===== src/sv/rrq_pkg.sv =====
// ----------------------------------------------------------------------------
// Reversible record queue package
// Shared widths, command and status codes for the record queue.
// ----------------------------------------------------------------------------
package rrq_pkg;

	// Default queue depth in records.
	localparam int DEPTH_DEF = 64;

	// Field widths of one word.
	localparam int CMD_W   = 3;
	localparam int CODE_W  = 16;
	localparam int LABEL_W = 8;
	localparam int STAT_W  = 2;
	localparam int COUNT_W = 7;
	localparam int REC_W   = CODE_W + LABEL_W;

	// Command codes.
	typedef enum logic [CMD_W-1:0] {
		CMD_PUSH    = 3'd0,
		CMD_POP     = 3'd1,
		CMD_FIRST   = 3'd2,
		CMD_LAST    = 3'd3,
		CMD_REVERSE = 3'd4
	} cmd_t;

	// Status codes.
	typedef enum logic [STAT_W-1:0] {
		ST_OK    = 2'd0,
		ST_EMPTY = 2'd1,
		ST_FULL  = 2'd2,
		ST_FEW   = 2'd3
	} status_t;

	// One stored record: code in the upper bits, label in the lower bits.
	typedef logic [REC_W-1:0] rec_t;

endpackage


===== src/sv/reversible_record_queue_unit.sv =====
// ----------------------------------------------------------------------------
// Reversible record queue unit
// Bounded record queue with push at the front, pop at the tail, peeks at
// both ends and an in-place order reversal.
// ----------------------------------------------------------------------------
// A command word is taken when start is high and busy is low. Every command
// gives exactly one result word. Done is high for the single cycle that the
// sequencer spends in its response state, up to the rising edge that ends
// that state. The receiver cannot stall it and must capture the word at that
// edge. A new command is accepted only after the previous one has passed
// through the shared ring-address adder, the single memory port, a state
// that presents the result, and an idle state in which busy is low and the
// next command is taken. Reverse takes the same steps at any fill, since it
// only moves the front pointer to the tail and flips the ring direction. The
// storage needs no clearing after reset.
// ----------------------------------------------------------------------------
module reversible_record_queue_unit #(
	parameter int DEPTH = rrq_pkg::DEPTH_DEF
) (
	input  logic                              clk,
	input  logic                              arst_n,
	input  logic                              start,
	output logic                              busy,
	input  logic [rrq_pkg::CMD_W-1:0]         command,
	input  logic signed [rrq_pkg::CODE_W-1:0] code,
	input  logic [rrq_pkg::LABEL_W-1:0]       label,
	output logic                              done,
	output logic [rrq_pkg::STAT_W-1:0]        status,
	output logic signed [rrq_pkg::CODE_W-1:0] code_out,
	output logic [rrq_pkg::LABEL_W-1:0]       label_out,
	output logic [rrq_pkg::COUNT_W-1:0]       count
);

	localparam int AW = $clog2(DEPTH);
	localparam int CW = $clog2(DEPTH + 1);

	typedef enum logic [3:0] {
		S_IDLE = 4'b0001,
		S_CALC = 4'b0010,
		S_ACC  = 4'b0100,
		S_RESP = 4'b1000
	} state_t;

	state_t              state_q;
	logic [CW-1:0]       fill_q;
	logic [AW-1:0]       head_q;
	logic                dir_q;
	logic [AW-1:0]       addr_q;
	logic [rrq_pkg::CMD_W-1:0] cmd_q;
	rrq_pkg::rec_t       rec_q;
	rrq_pkg::status_t    status_q;
	logic                go_q;
	logic                rd_q;

	logic [AW-1:0]       unit_offset;
	logic                unit_sub;
	logic [AW-1:0]       unit_addr;
	logic [AW-1:0]       tail_off;
	logic                is_empty;
	logic                is_full;
	logic                is_few;
	rrq_pkg::status_t    status_d;
	logic                go_d;
	logic                mem_we;
	logic                mem_re;
	rrq_pkg::rec_t       mem_rdata;

	// Fill conditions.
	assign is_empty = (fill_q == '0);
	assign is_full  = (fill_q == CW'(DEPTH));
	assign is_few   = (fill_q < CW'(2));
	assign tail_off = AW'(fill_q - CW'(1));

	// Operand selection for the shared adder and the command's status.
	always_comb begin
		unit_offset = tail_off;
		unit_sub    = dir_q;
		status_d    = rrq_pkg::ST_OK;
		go_d        = 1'b0;
		case (cmd_q)
			rrq_pkg::CMD_PUSH: begin
				unit_offset = AW'(1);
				unit_sub    = ~dir_q;
				status_d    = is_full ? rrq_pkg::ST_FULL : rrq_pkg::ST_OK;
				go_d        = ~is_full;
			end
			rrq_pkg::CMD_POP, rrq_pkg::CMD_LAST: begin
				status_d = is_empty ? rrq_pkg::ST_EMPTY : rrq_pkg::ST_OK;
				go_d     = ~is_empty;
			end
			rrq_pkg::CMD_FIRST: begin
				unit_offset = '0;
				status_d    = is_empty ? rrq_pkg::ST_EMPTY : rrq_pkg::ST_OK;
				go_d        = ~is_empty;
			end
			rrq_pkg::CMD_REVERSE: begin
				status_d = is_few ? rrq_pkg::ST_FEW : rrq_pkg::ST_OK;
				go_d     = ~is_few;
			end
			default: begin
				status_d = rrq_pkg::ST_OK;
				go_d     = 1'b0;
			end
		endcase
	end

	rrq_addr_unit #(
		.DEPTH (DEPTH),
		.AW    (AW)
	) u_addr (
		.base   (head_q),
		.offset (unit_offset),
		.sub    (unit_sub),
		.addr   (unit_addr)
	);

	// Memory access happens in the access state only.
	assign mem_we = (state_q == S_ACC) && go_q && (cmd_q == rrq_pkg::CMD_PUSH);
	assign mem_re = (state_q == S_ACC) && go_q &&
		(cmd_q inside {rrq_pkg::CMD_POP, rrq_pkg::CMD_FIRST, rrq_pkg::CMD_LAST});

	rrq_mem #(
		.DEPTH (DEPTH),
		.AW    (AW)
	) u_mem (
		.clk   (clk),
		.we    (mem_we),
		.re    (mem_re),
		.addr  (addr_q),
		.wdata (rec_q),
		.rdata (mem_rdata)
	);

	// Command word capture, then address and status capture in the calculate state.
	always_ff @(posedge clk) begin
		if ((state_q == S_IDLE) && start) begin
			cmd_q <= command;
			rec_q <= {code, label};
		end
		if (state_q == S_CALC) begin
			addr_q   <= unit_addr;
			status_q <= status_d;
		end
	end

	// Sequencer and queue pointers.
	always_ff @(posedge clk or negedge arst_n) begin
		if (!arst_n) begin
			state_q <= S_IDLE;
			fill_q  <= '0;
			head_q  <= '0;
			dir_q   <= 1'b0;
			go_q    <= 1'b0;
			rd_q    <= 1'b0;
		end else begin
			case (state_q)
				S_IDLE: begin
					if (start) begin
						state_q <= S_CALC;
					end
				end
				S_CALC: begin
					go_q    <= go_d;
					state_q <= S_ACC;
				end
				S_ACC: begin
					rd_q <= mem_re;
					if (go_q) begin
						case (cmd_q)
							rrq_pkg::CMD_PUSH: begin
								head_q <= addr_q;
								fill_q <= fill_q + CW'(1);
							end
							rrq_pkg::CMD_POP: begin
								fill_q <= fill_q - CW'(1);
							end
							rrq_pkg::CMD_REVERSE: begin
								head_q <= addr_q;
								dir_q  <= ~dir_q;
							end
							default: begin
							end
						endcase
					end
					state_q <= S_RESP;
				end
				S_RESP: begin
					state_q <= S_IDLE;
				end
				default: begin
					state_q <= S_IDLE;
				end
			endcase
		end
	end

	// Result word.
	assign busy      = (state_q != S_IDLE);
	assign done      = (state_q == S_RESP);
	assign status    = status_q;
	assign code_out  = rd_q ? mem_rdata[rrq_pkg::REC_W-1:rrq_pkg::LABEL_W] : '0;
	assign label_out = rd_q ? mem_rdata[rrq_pkg::LABEL_W-1:0] : '0;
	assign count     = rrq_pkg::COUNT_W'(fill_q);

endmodule


===== src/sv/rrq_addr_unit.sv =====
// ----------------------------------------------------------------------------
// Record queue address unit
// Shared ring-address adder: (base + offset) or (base - offset) modulo DEPTH.
// ----------------------------------------------------------------------------
module rrq_addr_unit #(
	parameter int DEPTH = rrq_pkg::DEPTH_DEF,
	parameter int AW    = $clog2(DEPTH)
) (
	input  logic [AW-1:0] base,
	input  logic [AW-1:0] offset,
	input  logic          sub,
	output logic [AW-1:0] addr
);

	logic [AW:0] sum;
	logic [AW:0] diff;

	// Both operands are below DEPTH, so one correction step wraps the result.
	always_comb begin
		sum  = {1'b0, base} + {1'b0, offset};
		diff = {1'b0, base} - {1'b0, offset};
		if (sub) begin
			if (base < offset) begin
				addr = AW'(diff + (AW+1)'(DEPTH));
			end else begin
				addr = diff[AW-1:0];
			end
		end else begin
			if (sum >= (AW+1)'(DEPTH)) begin
				addr = AW'(sum - (AW+1)'(DEPTH));
			end else begin
				addr = sum[AW-1:0];
			end
		end
	end

endmodule


===== src/sv/rrq_mem.sv =====
// ----------------------------------------------------------------------------
// Record queue storage
// Single-port record memory with a registered read.
// ----------------------------------------------------------------------------
module rrq_mem #(
	parameter int DEPTH = rrq_pkg::DEPTH_DEF,
	parameter int AW    = $clog2(DEPTH)
) (
	input  logic          clk,
	input  logic          we,
	input  logic          re,
	input  logic [AW-1:0] addr,
	input  rrq_pkg::rec_t wdata,
	output rrq_pkg::rec_t rdata
);

	rrq_pkg::rec_t mem_q [DEPTH];
	rrq_pkg::rec_t rdata_q;

	// Write port and registered read port share one address.
	always_ff @(posedge clk) begin
		if (we) begin
			mem_q[addr] <= wdata;
		end
		if (re) begin
			rdata_q <= mem_q[addr];
		end
	end

	assign rdata = rdata_q;

endmodule


===== config.mk =====
export PLATFORM = sky130hd
export DESIGN_NAME = reversible_record_queue_unit
export DESIGN_NICKNAME = d
export VERILOG_FILES = /design/src/sv/rrq_pkg.sv /design/src/sv/reversible_record_queue_unit.sv /design/src/sv/rrq_addr_unit.sv /design/src/sv/rrq_mem.sv
export SDC_FILE = /design/constraint.sdc
export NUM_CORES = 1
export LEC_CHECK = 0
export ABC_AREA = 0
export BUFFER_PORTS_ARGS = -buffer_cell sky130_fd_sc_hd__buf_4
export CORE_MARGIN = 1.5
export CORE_UTILIZATION = 30
export DETAILED_ROUTE_END_ITERATION = 6
export GPL_TIMING_DRIVEN = 0
export HOLD_SLACK_MARGIN = 0.05
export PLACE_DENSITY = 0.41
export REMOVE_ABC_BUFFERS = 1
export SLEW_MARGIN = 20
export SYNTH_ARGS = -nofsm -noshare
export SYNTH_HDL_FRONTEND = slang
export SYNTH_SLANG_ARGS = --single-unit

===== constraint.sdc =====
create_clock -name clk -period 4.7 [get_ports clk]
set_clock_uncertainty 0.05 [all_clocks]
set_input_delay 1.41 -clock clk [delete_from_list [all_inputs] [get_ports clk]]
set_output_delay 1.41 -clock clk [all_outputs]
set_load 0.05 [all_outputs]

==> impl_metrics.toml <==
[floorplanning]
die_h_um = 460
fp.dieW_um = 460
die_area_sq_um = 212000
coreArea_sq_um = 207000
start_util_pct = 30.2
ioPinCount = 65
rows = 167

[synthesis]
yosysTopAreaCellShare_pct = 76.3
yosysWarnings = 0
yosys_register_bits = 1615
syn_area_sq_um = 62700
synth-async-reset-ratio_pct = 1.24
yosysMostFrequentCell = "edfxtp_1"
synth_edf_count = 1595
syn_avg_cell_area_sq_um = 18.5
syn_inst = 3391
synth_common_cells = "edfxtp_1, mux2i_1, nor2_1"
synth_largest_area_cell = "edfxtp_1"
synthFlopType = "edfxtp_1"
yosysSeqAreaShare_pct = 77.1
synth.distinct_cells = 74
synthTopCellsByArea = "edfxtp_1, mux4_2, mux2i_1"

[clock_network]
h-tree-depth = 4
cts.path.max_buffers = 3
worstSkewPairLatency_ps = 810
cts.clk_slew.worst_paths_ps = 60
cts_tree = "built"
cts_sinks = 1615
root_buffer = "clkbuf_16"
cts_buffers = 178

[placed_design]
io_buffers = 64
gp_congestion = 0.798
dp_hpwl_um = 150000
dpl_cell_area_sq_um = 71700

[grt]
grt_pass1_wl_um = 299000
antenna_found_initial = 9
grt-ovfl-total = 0
grt_max_degree = 60
first_global_vias = 33957
grt.total_usage_pct = 20.5

[critical_path]
crit_top_cell = "buf_8"
slowest_stage = "or4_1"
cp_cell_sequence = "buf_16 > buf_8 > buf_8 > buf_8 > buf_8 > buf_8 > buf_8 > nor2b_4 > buf_12 > buf_16 > a221oi_1 > nor2_1 > a221oi_1 > o22ai_1 > or4_1"
critPathLaunchType = "register"
required_ps = 5150
arrival_ps = 5100
crit_fanout = 13
crit_type = "reg -> reg"
crit_path_end_kind = "register"
critPathMaxStageDelay_ps = 750

[hold_path]
hp-class = "in -> async"

[detailed_routing]
dr.pass1.iters = 7
ant_nets = 0
finalWirelength_um = 219000
drt_iter0_drc = 3805
viasPerCell = 5.22
drt_drc_violations_left = 0
vias = 34623
wl_per_cell_um = 33.0
dr_wl_met3_um = 12400
wl_met1_um = 95200
highest_layer = "met4"
wl_met2_um = 105000

[timing]
finalMaxSlewViolations = 0
max_slew_margin_pct = 19.0
min_period_ps = 4650
grt_setup_unrepaired = "no"
clock.fmax_ghz = 0.215
hold_viol = 0
finalCritPeriodShare_pct = 98.9
setup_viol = 0
tightest_slew_ps = 1210

[finish]
syn2layout_area_growth_pct = 23.0
drive_gt1_share_pct = 24.4
fin_area_sq_um = 77200
final_nets = 3739

[job]
cap_violations = 0

[power]
ir_drop_v = 0.000403
total_leakage_power_nw = 24.7
p_per_area_nw_per_um2 = 514
p_total_w = 0.0396

[outcome]
status = "finished, final reports clean"
[routing by layer]
| layer | track usage (%) | vias to the layer above |
|---|---|---|
| li1 | - | 14645 |
| met1 | 28.2 | 18589 |
| met2 | 33.2 | 1152 |
| met3 | 3.31 | 237 |
| met4 | 6.27 | 0 |
| met5 | 0 | - |
[layout by cell type (no fill, tap or decap), drive strengths merged, types with 17 or more instances in the layout]
cell type,Yosys,final
edfxtp,1595,1595
buf,158,352
clkbuf,65,239
mux2i,197,197
nor2,170,170
a221oi,146,146
mux2,130,130
o21ai,114,114
mux4,113,113
a21oi,110,110
a22oi,96,96
nand2,73,73
clkinv,0,72
o22ai,70,70
a221o,30,30
and2,30,30
a22o,24,24
nand3,22,22
dfrtp,19,19
a211oi,17,17
inv,13,17
[area by class of cell]
cell class | instances | area (sq um)
flip-flops and latches | 1615 | 48400
inverters | 13 | 68.8
fillers | 19089 | 130000
clock buffers | 239 | 4750
clock inverters | 82 | 669
diodes | 3 | 7.51
multi-input cells | 1540 | 13800
repair buffers | 352 | 6030
well taps | 2788 | 3490
[final timing paths]
kind | slack [ps] | endpoint | cells past startpoint | start
min in group clk | 440 | head_q[0] | 2 | head_q[0]
worst max-delay path | 50 | u_mem.rdata[2] | 15 | addr_q[2]
worst max register to register | 50 | u_mem.rdata[2] | 15 | addr_q[2]
worst min register to register | 440 | head_q[0] | 2 | head_q[0]
worst min-delay path | 440 | head_q[5] | 1 | arst_n
max in group asynchronous | 3880 | state_q[0] | 1 | arst_n
[timing repair]
item / in CTS / in global routing
setup buffers: 2 / 0
hold buffers: 0 / 0
gates resized for setup: 12 / 1
endpoints found under the setup margin: 362 / 1
pin swaps: 1 / 0
[worst max-delay path: cells and delay by family, from the launching register on]
family | cells | cell delay [ps]
buffers and inverters | 9 | 1540
AO/OA/AOI/OAI | 3 | 1130
flip-flops | 1 | 450
AND/OR/NAND/NOR | 3 | 1070
[stage by stage]
step	std cells	utilization (%)	setup WS [ps]	TNS, ps	hold slack, ps
2_1_floorplan	3168	-	-10820	-	400
3_3_place_gp	6020	31.6	-44370	-	421
3_5_place_dp	6306	34.6	-911	-66500	426
4_1_cts	6629	37.2	68.0	0	378
5_1_grt	6630	37.2	28.7	0	413
6_report	6632	37.2	51.2	0	438
[report_power, final]
| part | internal (W) | switching [W] | leakage [nW] |
|---|---|---|---|
| Clock | 0.00738 | 0.00582 | 2.62 |
| Combinational | 0.00329 | 0.00607 | 7.48 |
| Sequential | 0.0167 | 0.000395 | 14.6 |
[flip-flops by register name, indices dropped and copies added, names as in the netlist]
register     cells
status           2
state_q          4
count            7
u_mem.rdata     24
u_mem.mem_q   1536
go_q             1
rd_q             1
cmd_q            3
head_q           6
rec_q           24
addr_q           6
dir_q            1
[cell families after synthesis]
logic type	after synthesis	synth area share, %
buffers and inverters	236	2.07
and+or+nand+nor	377	2.85
DFF	1615	77.1
xor gates and xnor gates	19	0.265
muxes	440	9.56
AOI/OAI and AO/OA	695	7.93
adders and majority gates	9	0.191
Power figures use the tool's default switching activity.
